==> config.mk <==
export PLATFORM = sky130hd
export DESIGN_NAME = accel_motion_idle_detector
export DESIGN_NICKNAME = d
export VERILOG_FILES = /design/src/rtl/mid_pkg.sv /design/src/rtl/mid_cfg.sv /design/src/rtl/mid_lane.sv /design/src/rtl/mid_merge.sv /design/src/rtl/accel_motion_idle_detector.sv
export SDC_FILE = /design/constraint.sdc
export NUM_CORES = 1
export LEC_CHECK = 0
export ABC_AREA = 1
export BUFFER_PORTS_ARGS = -buffer_cell sky130_fd_sc_hd__buf_2
export CORE_MARGIN = 2
export CORE_UTILIZATION = 34
export CTS_BUF_LIST = sky130_fd_sc_hd__clkbuf_8 sky130_fd_sc_hd__clkbuf_16
export DETAILED_ROUTE_END_ITERATION = 8
export PLACE_DENSITY_LB_ADDON = 0.08
export SLEW_MARGIN = 5
export SYNTH_ARGS = -nofsm -noshare
export SYNTH_HDL_FRONTEND = slang
export SYNTH_HIERARCHICAL = 1
export SYNTH_SLANG_ARGS = --single-unit
==> constraint.sdc <==
create_clock -name clk -period 3.35 [get_ports clk]
set_input_delay 0.335 -clock clk [delete_from_list [all_inputs] [get_ports clk]]
set_output_delay 0.335 -clock clk [all_outputs]
set_load 0.05 [all_outputs]
==> src/rtl/mid_pkg.sv <==
// Shared types, constants and register map of the motion and idle detector.
package mid_pkg;

	localparam int CAL_SAMPLES = 100;
	localparam int CNT_W       = 10;
	localparam int SUM_W       = 17;
	localparam int CAL_W       = $clog2(CAL_SAMPLES + 1);
	localparam int DIFF_W      = SUM_W + 2;
	localparam int RUN_W       = 3;
	localparam int LEVEL_W     = 9;
	localparam int WIN_W       = 16;
	localparam int NUM_AXES    = 3;
	localparam int AXIS_X      = 0;
	localparam int AXIS_Y      = 1;
	localparam int AXIS_Z      = 2;

	localparam logic signed [DIFF_W-1:0] CAL_SCALE = DIFF_W'(CAL_SAMPLES);
	localparam logic [CAL_W-1:0]         CAL_LAST  = CAL_W'(CAL_SAMPLES);
	localparam logic [RUN_W-1:0]         RUN_MAX   = '1;

	typedef enum logic [1:0] {
		REG_SCRAMBLE_LEVEL = 2'd0,
		REG_SOLVE_LEVEL    = 2'd1,
		REG_WINDOW_HALF    = 2'd2,
		REG_IDLE_SAMPLES   = 2'd3
	} reg_idx_t;

	typedef struct packed {
		logic [LEVEL_W-1:0] scramble_level;
		logic [LEVEL_W-1:0] solve_level;
		logic [WIN_W-1:0]   window_half_scaled;
		logic [RUN_W-1:0]   idle_samples;
	} cfg_t;

	typedef struct packed {
		logic signed [CNT_W-1:0] counts;
		logic                    in_win;
	} lane_res_t;

	typedef struct packed {
		logic calibrating;
		logic idle;
		logic scramble;
		logic solved;
	} flags_t;

endpackage

==> src/rtl/mid_cfg.sv <==
// APB register bank holding the detector levels, window and run length.
module mid_cfg
	import mid_pkg::*;
(
	input  logic        clk,
	input  logic        arst_n,
	input  logic        psel,
	input  logic        penable,
	input  logic        pwrite,
	input  logic [3:0]  paddr,
	input  logic [31:0] pwdata,
	output logic [31:0] prdata,
	output logic        pready,
	output cfg_t        cfg
);

	cfg_t     cfg_q;
	reg_idx_t idx;
	logic     wr;

	assign idx    = reg_idx_t'(paddr[3:2]);
	assign wr     = psel & penable & pwrite;
	assign pready = 1'b1;
	assign cfg    = cfg_q;

	always_ff @(posedge clk or negedge arst_n) begin
		if (!arst_n) begin
			cfg_q.scramble_level     <= LEVEL_W'(500);
			cfg_q.solve_level        <= LEVEL_W'(508);
			cfg_q.window_half_scaled <= WIN_W'(1250);
			cfg_q.idle_samples       <= RUN_W'(5);
		end else if (wr) begin
			unique case (idx)
				REG_SCRAMBLE_LEVEL: cfg_q.scramble_level     <= pwdata[LEVEL_W-1:0];
				REG_SOLVE_LEVEL:    cfg_q.solve_level        <= pwdata[LEVEL_W-1:0];
				REG_WINDOW_HALF:    cfg_q.window_half_scaled <= pwdata[WIN_W-1:0];
				REG_IDLE_SAMPLES:   cfg_q.idle_samples       <= pwdata[RUN_W-1:0];
				default: ;
			endcase
		end
	end

	always_comb begin
		unique case (idx)
			REG_SCRAMBLE_LEVEL: prdata = 32'(cfg_q.scramble_level);
			REG_SOLVE_LEVEL:    prdata = 32'(cfg_q.solve_level);
			REG_WINDOW_HALF:    prdata = 32'(cfg_q.window_half_scaled);
			REG_IDLE_SAMPLES:   prdata = 32'(cfg_q.idle_samples);
			default:            prdata = '0;
		endcase
	end

endmodule

==> src/rtl/mid_lane.sv <==
// One axis lane: count assembly, calibration sum and window test.
module mid_lane
	import mid_pkg::*;
(
	input  logic             clk,
	input  logic             arst_n,
	input  logic             accept,
	input  logic             cal,
	input  logic [7:0]       data_low,
	input  logic [7:0]       data_high,
	input  logic [WIN_W-1:0] window_half_scaled,
	output lane_res_t        res
);

	logic signed [SUM_W-1:0]  sum_q;
	logic signed [CNT_W-1:0]  counts;
	logic signed [DIFF_W-1:0] prod;
	logic signed [DIFF_W-1:0] diff;
	logic        [DIFF_W-1:0] mag;

	// the two high bits and the low byte already form a two's complement count
	assign counts = {data_high[1:0], data_low};

	assign prod = DIFF_W'(counts) * CAL_SCALE;
	assign diff = prod - DIFF_W'(sum_q);
	assign mag  = diff[DIFF_W-1] ? DIFF_W'(-diff) : DIFF_W'(diff);

	assign res.counts = counts;
	assign res.in_win = (mag <= DIFF_W'(window_half_scaled));

	always_ff @(posedge clk or negedge arst_n) begin
		if (!arst_n) begin
			sum_q <= '0;
		end else if (accept && cal) begin
			sum_q <= sum_q + SUM_W'(counts);
		end
	end

endmodule

==> src/rtl/mid_merge.sv <==
// Merges the lane results into the calibration count, run counter and flags.
module mid_merge
	import mid_pkg::*;
(
	input  logic      clk,
	input  logic      arst_n,
	input  logic      accept,
	input  cfg_t      cfg,
	input  lane_res_t lanes [NUM_AXES],
	output logic      cal,
	output flags_t    flags
);

	logic [CAL_W-1:0] cal_cnt_q;
	logic [RUN_W-1:0] run_q;
	logic [RUN_W-1:0] run_nx;
	logic [RUN_W-1:0] run_inc;
	logic             idle_q, scramble_q, solve_q;
	logic             idle_nx, scramble_nx, solve_nx;
	logic             win_all;
	logic             z_hit, x_hit;

	assign cal     = (cal_cnt_q < CAL_LAST);
	assign win_all = lanes[AXIS_X].in_win & lanes[AXIS_Y].in_win & lanes[AXIS_Z].in_win;
	assign z_hit   = $signed({lanes[AXIS_Z].counts[CNT_W-1], lanes[AXIS_Z].counts})
	                 >= $signed({2'b00, cfg.scramble_level});
	assign x_hit   = $signed({lanes[AXIS_X].counts[CNT_W-1], lanes[AXIS_X].counts})
	                 >= $signed({2'b00, cfg.solve_level});
	assign run_inc = (run_q < RUN_MAX) ? run_q + RUN_W'(1) : run_q;

	always_comb begin
		run_nx      = run_q;
		idle_nx     = idle_q;
		scramble_nx = scramble_q;
		solve_nx    = solve_q;
		if (!cal) begin
			scramble_nx = scramble_q | z_hit;
			solve_nx    = solve_q | x_hit;
			if (win_all) begin
				run_nx  = run_inc;
				idle_nx = idle_q | (run_inc >= cfg.idle_samples);
			end else begin
				// leaving the window drops idle at once
				run_nx  = '0;
				idle_nx = 1'b0;
			end
		end
	end

	assign flags.calibrating = cal;
	assign flags.idle        = idle_nx;
	assign flags.scramble    = scramble_nx;
	assign flags.solved      = solve_nx;

	always_ff @(posedge clk or negedge arst_n) begin
		if (!arst_n) begin
			cal_cnt_q  <= '0;
			run_q      <= '0;
			idle_q     <= 1'b0;
			scramble_q <= 1'b0;
			solve_q    <= 1'b0;
		end else if (accept) begin
			if (cal) begin
				cal_cnt_q <= cal_cnt_q + CAL_W'(1);
			end
			run_q      <= run_nx;
			idle_q     <= idle_nx;
			scramble_q <= scramble_nx;
			solve_q    <= solve_nx;
		end
	end

endmodule

==> src/rtl/accel_motion_idle_detector.sv <==
// Top level of the accelerometer motion and idle detector.
// Takes one three-axis sample per transaction and returns one result per sample,
// one sample per clock cycle when the output side is not stalled; each result
// appears in the output register in the cycle after its sample is accepted. The
// three axes run in parallel lanes that each hold a calibration sum and test the
// window with a constant multiply, subtract and compare; a merge stage updates
// the run counter and flags. The first 100 samples after reset only calibrate.
// Registers: 0x0 scramble level, 0x4 solve level, 0x8 window half-width
// times the calibration count, 0xC idle run length; write only while idle.
module accel_motion_idle_detector
	import mid_pkg::*;
(
	input  logic                    clk,
	input  logic                    arst_n,
	input  logic                    psel,
	input  logic                    penable,
	input  logic                    pwrite,
	input  logic [3:0]              paddr,
	input  logic [31:0]             pwdata,
	output logic [31:0]             prdata,
	output logic                    pready,
	input  logic                    in_valid,
	output logic                    in_stall,
	input  logic [7:0]              x_low,
	input  logic [7:0]              x_high,
	input  logic [7:0]              y_low,
	input  logic [7:0]              y_high,
	input  logic [7:0]              z_low,
	input  logic [7:0]              z_high,
	output logic                    out_valid,
	input  logic                    out_stall,
	output logic signed [CNT_W-1:0] x_counts,
	output logic signed [CNT_W-1:0] y_counts,
	output logic signed [CNT_W-1:0] z_counts,
	output logic                    calibrating,
	output logic                    idle_out,
	output logic                    scramble_out,
	output logic                    solve_out
);

	cfg_t       cfg;
	lane_res_t  lanes [NUM_AXES];
	logic [7:0] lows  [NUM_AXES];
	logic [7:0] highs [NUM_AXES];
	logic       accept;
	logic       cal;
	flags_t     flags;

	logic                    out_valid_q;
	logic signed [CNT_W-1:0] x_q, y_q, z_q;
	flags_t                  flags_q;

	// take a new transaction whenever the output register is free or draining
	assign in_stall = out_valid_q & out_stall;
	assign accept   = in_valid & ~in_stall;

	assign lows[AXIS_X]  = x_low;
	assign lows[AXIS_Y]  = y_low;
	assign lows[AXIS_Z]  = z_low;
	assign highs[AXIS_X] = x_high;
	assign highs[AXIS_Y] = y_high;
	assign highs[AXIS_Z] = z_high;

	mid_cfg u_cfg (
		.clk     (clk),
		.arst_n  (arst_n),
		.psel    (psel),
		.penable (penable),
		.pwrite  (pwrite),
		.paddr   (paddr),
		.pwdata  (pwdata),
		.prdata  (prdata),
		.pready  (pready),
		.cfg     (cfg)
	);

	for (genvar a = 0; a < NUM_AXES; a++) begin : g_lane
		mid_lane u_lane (
			.clk                (clk),
			.arst_n             (arst_n),
			.accept             (accept),
			.cal                (cal),
			.data_low           (lows[a]),
			.data_high          (highs[a]),
			.window_half_scaled (cfg.window_half_scaled),
			.res                (lanes[a])
		);
	end

	mid_merge u_merge (
		.clk    (clk),
		.arst_n (arst_n),
		.accept (accept),
		.cfg    (cfg),
		.lanes  (lanes),
		.cal    (cal),
		.flags  (flags)
	);

	always_ff @(posedge clk or negedge arst_n) begin
		if (!arst_n) begin
			out_valid_q <= 1'b0;
		end else if (accept) begin
			out_valid_q <= 1'b1;
		end else if (!out_stall) begin
			out_valid_q <= 1'b0;
		end
	end

	always_ff @(posedge clk) begin
		if (accept) begin
			x_q     <= lanes[AXIS_X].counts;
			y_q     <= lanes[AXIS_Y].counts;
			z_q     <= lanes[AXIS_Z].counts;
			flags_q <= flags;
		end
	end

	assign out_valid    = out_valid_q;
	assign x_counts     = x_q;
	assign y_counts     = y_q;
	assign z_counts     = z_q;
	assign calibrating  = flags_q.calibrating;
	assign idle_out     = flags_q.idle;
	assign scramble_out = flags_q.scramble;
	assign solve_out    = flags_q.solved;

endmodule

==> results.yml, run 1 <==
run_status:
  outcome: "finished with violations"
  violations: "negative setup slack"
synth:
  yosysWarnings: 6
  ys_types: 56
  synthCells: 2466
  netlist_area_um2: 17050
  ys_seq_elements: 136
  ys_seq_area_share_pct: 21.11
  synth.avg_cell_area_um2: 6.913
drt:
  antenna_left: 0
  drt_wl_total_mm: 51.07
  drc: 0
  routedWlPerCell_um: 13.88
  num_vias: 16760
  drtIter0Drc: 885
  vias_per_cell: 4.556
  drt-pass1-iter-count: 5
critical_path:
  critPathMaxStageDelay_ps: 550
  arrival_ps: 6210
  worst-path-max-fanout: 5
  endpoint_kind: "flip-flop"
  slowest_stage: "fa_1"
  crit_type: "in2reg"
  r2r_slack_ps: -840
  critPathLaunchType: "primary input"
  required_ps: 3750
cts:
  clock_tree.buffer_depth: 2
  clock-sinks: 136
  cts_made_buffers: 17
  clk-insertion-delay-late_ps: 490
  cts-root-buf: "clkbuf_16"
  path_clk_slew_ps: 80
  cts_max_level: 4
  cts_tree: "built"
floorplan:
  dieArea_um2: 51940
  fp.coreArea_um2: 49860
  start_util_pct: 34.19
  die_height_um: 227.9
  io_pins: 160
  fp-row-count: 82
  fp.dieW_um: 227.9
layout:
  final_common_cell: "nand2_1"
  diodes: 0
  multi_input_area_um2: 12180
  finish.instance_area_um2: 22850
  final_cell_mix: "nand2_1 (721), buf_4 (445), inv_1 (390)"
  regArea_um2: 3598
  fill_cells: 5150
  fin_util_pct: 45.83
  area_growth_pct: 34.07
  final_nets: 3378
  drive_gt1_share_pct: 27.60
grt:
  overflow: 0
  grt_pass1_wl_mm: 83.26
  use_met2_pct: 33.64
  grtUsageMet3_pct: 3.450
  grt_max_degree: 67
  antenna_found_initial: 1
  grt_pass1_vias: 16440
  grtUsageMet1_pct: 26.47
  track_usage_pct: 20.07
  top_usage_layer: "met2"
timing:
  worst_pin_slew_ps: 698.3
  fin_ws_ps: -2459
  slew_headroom_pct: 53.34
  finalHoldViolations: 0
  fmax_mhz: 172.1
  finalSetupViolCount: 5
  period_minus_slack_ps: 5809
  skew_ps: 14.61
  rsz0062_at_grt: "yes"
  final-max-slew-violation-count: 0
  finalCritPeriodShare_pct: 173.4
hold_path:
  holdCritPathClass: "in2reg"
placement:
  numPortBuffers: 106
  dp_slack_ps: -3088
  hpwl_mm: 42.54
  gp_congestion: 0.8372
  place_area_um2: 21530
job:
  cap_violations: 0
-- synth_stat cells, drive strengths merged --
cell / instances / area (um^2)
a21o: 3 / 22.52
o21bai: 6 / 48.80
fa: 27 / 540.5
nand3b: 14 / 105.1
nand4: 32 / 212.7
o21ai: 87 / 442.9
a21boi: 5 / 37.53
o31ai: 4 / 30.03
dfrtp: 82 / 2052
inv: 404 / 1526
a21oi: 141 / 713.2
buf: 58 / 449.2
o22ai: 9 / 56.30
o211ai: 2 / 15.01
a211oi: 4 / 30.03
conb: 2 / 7.510
dfstp: 20 / 525.5
nand2: 782 / 3065
nand3: 143 / 745.7
or2: 9 / 56.30
nor3: 13 / 87.58
clkbuf: 8 / 30.03
ha: 266 / 3328
o2111ai: 1 / 8.760
xor2: 73 / 639.4
mux2: 1 / 11.26
nor4: 2 / 12.51
nor2: 177 / 783.3
edfxtp: 34 / 1021
and2: 8 / 55.05
xnor2: 34 / 297.8
a31oi: 6 / 43.79
clkinv: 5 / 20.01
and3: 4 / 25.02
-- critical path, delay by kind of cell --
family,cells,cell delay [ps]
simple gates,18,1760
buf+inv,8,930
compound gates,5,750
xor+xnor,2,310
fa+ha+maj,7,2120
-- logic make-up after synthesis --
kind of cell / Yosys count / synth area share (%)
adder cells (fa/ha/maj): 293 / 22.70
other: 2 / 0.04406
buffers and inverters: 475 / 11.88
flip-flops: 136 / 21.11
XOR/XNOR: 107 / 5.498
multiplexers: 1 / 0.06606
AND/OR/NAND/NOR: 1184 / 30.20
AO/OA/AOI/OAI: 268 / 8.500
-- registers in the layout, indices dropped and copies added (netlist names), 3 cells and up --
signal,flops
u_merge/run_q,3
u_cfg/cfg,37
z_counts,10
g_lane.u_lane/sum_q,51
y_counts,10
x_counts,10
u_merge/cal_cnt_q,7
-- through the flow --
step	TNS (ps)	hold slack, ps	instances
floorplan	-10770	39.41	2481
global placement	-14730	356.0	3635
detailed placement	-15310	358.2	3635
CTS	-11450	3.780	3676
global route	-13810	25.01	3679
finish	-11980	35.38	3679
-- cell type report --
type                            count  area share (%)
Tap cell                          672           3.679
Clock inverter                     15          0.8869
Sequential cell                   136           15.75
Clock buffer                       17           1.861
Multi-Input combinational cell   1870           53.29
Timing Repair Buffer              560           17.70
Inverter                          409           6.833
-- worst paths after layout --
path | start | to | cells past startpoint
max in group asynchronous | arst_n | g_lane[2].u_lane/sum_q[12] | 3
min | pwdata[10] | u_cfg/cfg[13] | 3
min in group asynchronous | arst_n | out_valid | 2
max | z_low[1] | u_merge/run_q[0] | 40
min reg2reg | u_merge/solve_q | u_merge/solve_q | 2
max reg2reg | g_lane[0].u_lane/sum_q[4] | u_merge/run_q[0] | 29
-- repair_timing --
item	CTS	global route
gates cloned	1	1
hold buffers	1	0
pin swaps	24	42
buffers inserted	7	2
endpoints found under the hold margin	34	0
setup endpoints to repair	5	5
gates resized for setup	35	73
-- layer usage --
layer  wire [um]  vias up
li1            -     8879
met1       24660     7615
met2       23800      214
met3        1591       50
met4        1012        2
met5           9        -
Power of run 1 is not shown: default switching activity piles up to over one toggle a cycle in this logic, so the estimate is an artifact.
==> run 2: changes to the inputs <==
--- a/config.mk
+++ b/config.mk
@@ -8,11 +8,11 @@
 export ABC_AREA = 1
 export BUFFER_PORTS_ARGS = -buffer_cell sky130_fd_sc_hd__buf_2
 export CORE_MARGIN = 2
-export CORE_UTILIZATION = 34
+export CORE_UTILIZATION = 56
 export CTS_BUF_LIST = sky130_fd_sc_hd__clkbuf_8 sky130_fd_sc_hd__clkbuf_16
 export DETAILED_ROUTE_END_ITERATION = 8
+export GPL_ROUTABILITY_DRIVEN = 0
 export PLACE_DENSITY_LB_ADDON = 0.08
-export SLEW_MARGIN = 5
 export SYNTH_ARGS = -nofsm -noshare
 export SYNTH_HDL_FRONTEND = slang
 export SYNTH_HIERARCHICAL = 1
==> results.yml, run 2 (synthesis results as in run 1) <==
floorplan:
  fp-row-count: 63
  dieArea_um2: 31850
  start_util_pct: 57.21
  io_pins: 160
  fp.coreArea_um2: 29800
  fp.dieW_um: 178.5
  die_height_um: 178.5
layout:
  fill_cells: 2373
  multi_input_area_um2: 11900
  fin_util_pct: 73.95
  final_nets: 3363
  regArea_um2: 3598
  final_cell_mix: "nand2_1 (730), buf_4 (431), inv_1 (391)"
  area_growth_pct: 29.26
  final_common_cell: "nand2_1"
  regMostFlops: "g_lane.u_lane/sum_q"
  largest_register_ffs: 51
  drive_gt1_share_pct: 26.07
grt:
  overflow: 0
  track_usage_pct: 31.00
  grt_pass1_vias: 17020
  grt_max_degree: 78
  grt_pass1_wl_mm: 78.85
  antenna_found_initial: 0
critical_path:
  crit_type: "in2reg"
  required_ps: 3720
  critPathMaxStageDelay_ps: 450
  endpoint_kind: "flip-flop"
  r2r_slack_ps: -830
  critPathLaunchType: "primary input"
  worst-path-max-fanout: 6
  slowest_stage: "fa_1"
  arrival_ps: 6340
drt:
  routedWlPerCell_um: 14.19
  drt-pass1-iter-count: 6
  drtIter0Drc: 1041
  num_vias: 17420
  drt_wl_total_mm: 48.02
  antenna_left: 0
  vias_per_cell: 5.148
  drc: 0
placement:
  dp_slack_ps: -3288
  numPortBuffers: 106
  hpwl_mm: 38.62
timing:
  finalSetupViolCount: 5
  slew_headroom_pct: 26.89
  fmax_mhz: 167.5
  rsz0062_at_grt: "yes"
  period_minus_slack_ps: 5971
  fin_ws_ps: -2621
  skew_ps: 21.51
  finalCritPeriodShare_pct: 178.3
  finalHoldViolations: 0
  final-max-slew-violation-count: 0
  worst_pin_slew_ps: 1097
  hold_slack_ps: 77.81
hold_path:
  holdCritPathClass: "in2reg"
cts:
  clk-insertion-delay-late_ps: 450
  cts_max_level: 4
  hold_buffers: 0
  clock_tree.buffer_depth: 2
  cts-root-buf: "clkbuf_16"
  clock-sinks: 136
  path_clk_slew_ps: 70
  cts_tree: "built"
  cts_made_buffers: 17
run_status:
  violations: "negative setup slack"
  outcome: "finished with violations"
job:
  cap_violations: 0
[run 2: worst max-delay path: cells and delay by family]
family | cells | cell delay (ps)
adders and majority gates | 7 | 2130
and+or+nand+nor | 18 | 1520
AOI/OAI and AO/OA | 8 | 1240
buffers and inverters | 7 | 790
xor gates and xnor gates | 2 | 330
[run 2: repair_timing]
action                                  in CTS  in global routing
setup buffers                                9                  1
endpoints found under the setup margin       5                  5
gates resized for setup                     33                 33
pin swaps                                   25                 28
[run 2: final timing paths]
path | startpoint | end | cells after the start
worst min register to register | u_merge/solve_q | u_merge/solve_q | 2
worst max register to register | g_lane[0].u_lane/sum_q[5] | u_merge/run_q[2] | 31
min in group asynchronous | arst_n | u_merge/run_q[2] | 1
worst min-delay path | pwdata[10] | u_cfg/cfg[13] | 3
max in group asynchronous | arst_n | u_merge/cal_cnt_q[4] | 2
worst max-delay path | y_low[1] | u_merge/run_q[2] | 42
[run 2: final cells by class]
cell class | count | area share [%]
Multi-Input combinational cell | 1870 | 54.02
Timing Repair Buffer | 545 | 17.82
Inverter | 409 | 7.076
Antenna cell | 2 | 0.02271
Clock buffer | 17 | 1.931
Tap cell | 390 | 2.215
Clock inverter | 15 | 0.5849
Sequential cell | 136 | 16.33
[run 2: through the flow]
| stage | TNS [ps] | std cells | area, um^2 |
|---|---|---|---|
| CTS | -12170 | 3381 | 21880 |
| global route | -14620 | 3382 | 22030 |
| finish | -12920 | 3384 | 22030 |
| global placement | -14610 | 3340 | 21120 |
| floorplan | -10770 | 2481 | 17300 |
| detailed placement | -16240 | 3340 | 21120 |
[run 2: routing by layer]
| layer | GRT usage [%] | part of all wire [%] |
|---|---|---|
| met1 | 37.99 | 44 |
| met2 | 54.89 | 48 |
| met3 | 4.582 | 4.3 |
| met4 | 11.48 | 3.1 |
| met5 | 0 | 0 |
Power of run 2 is left out for the same reason.
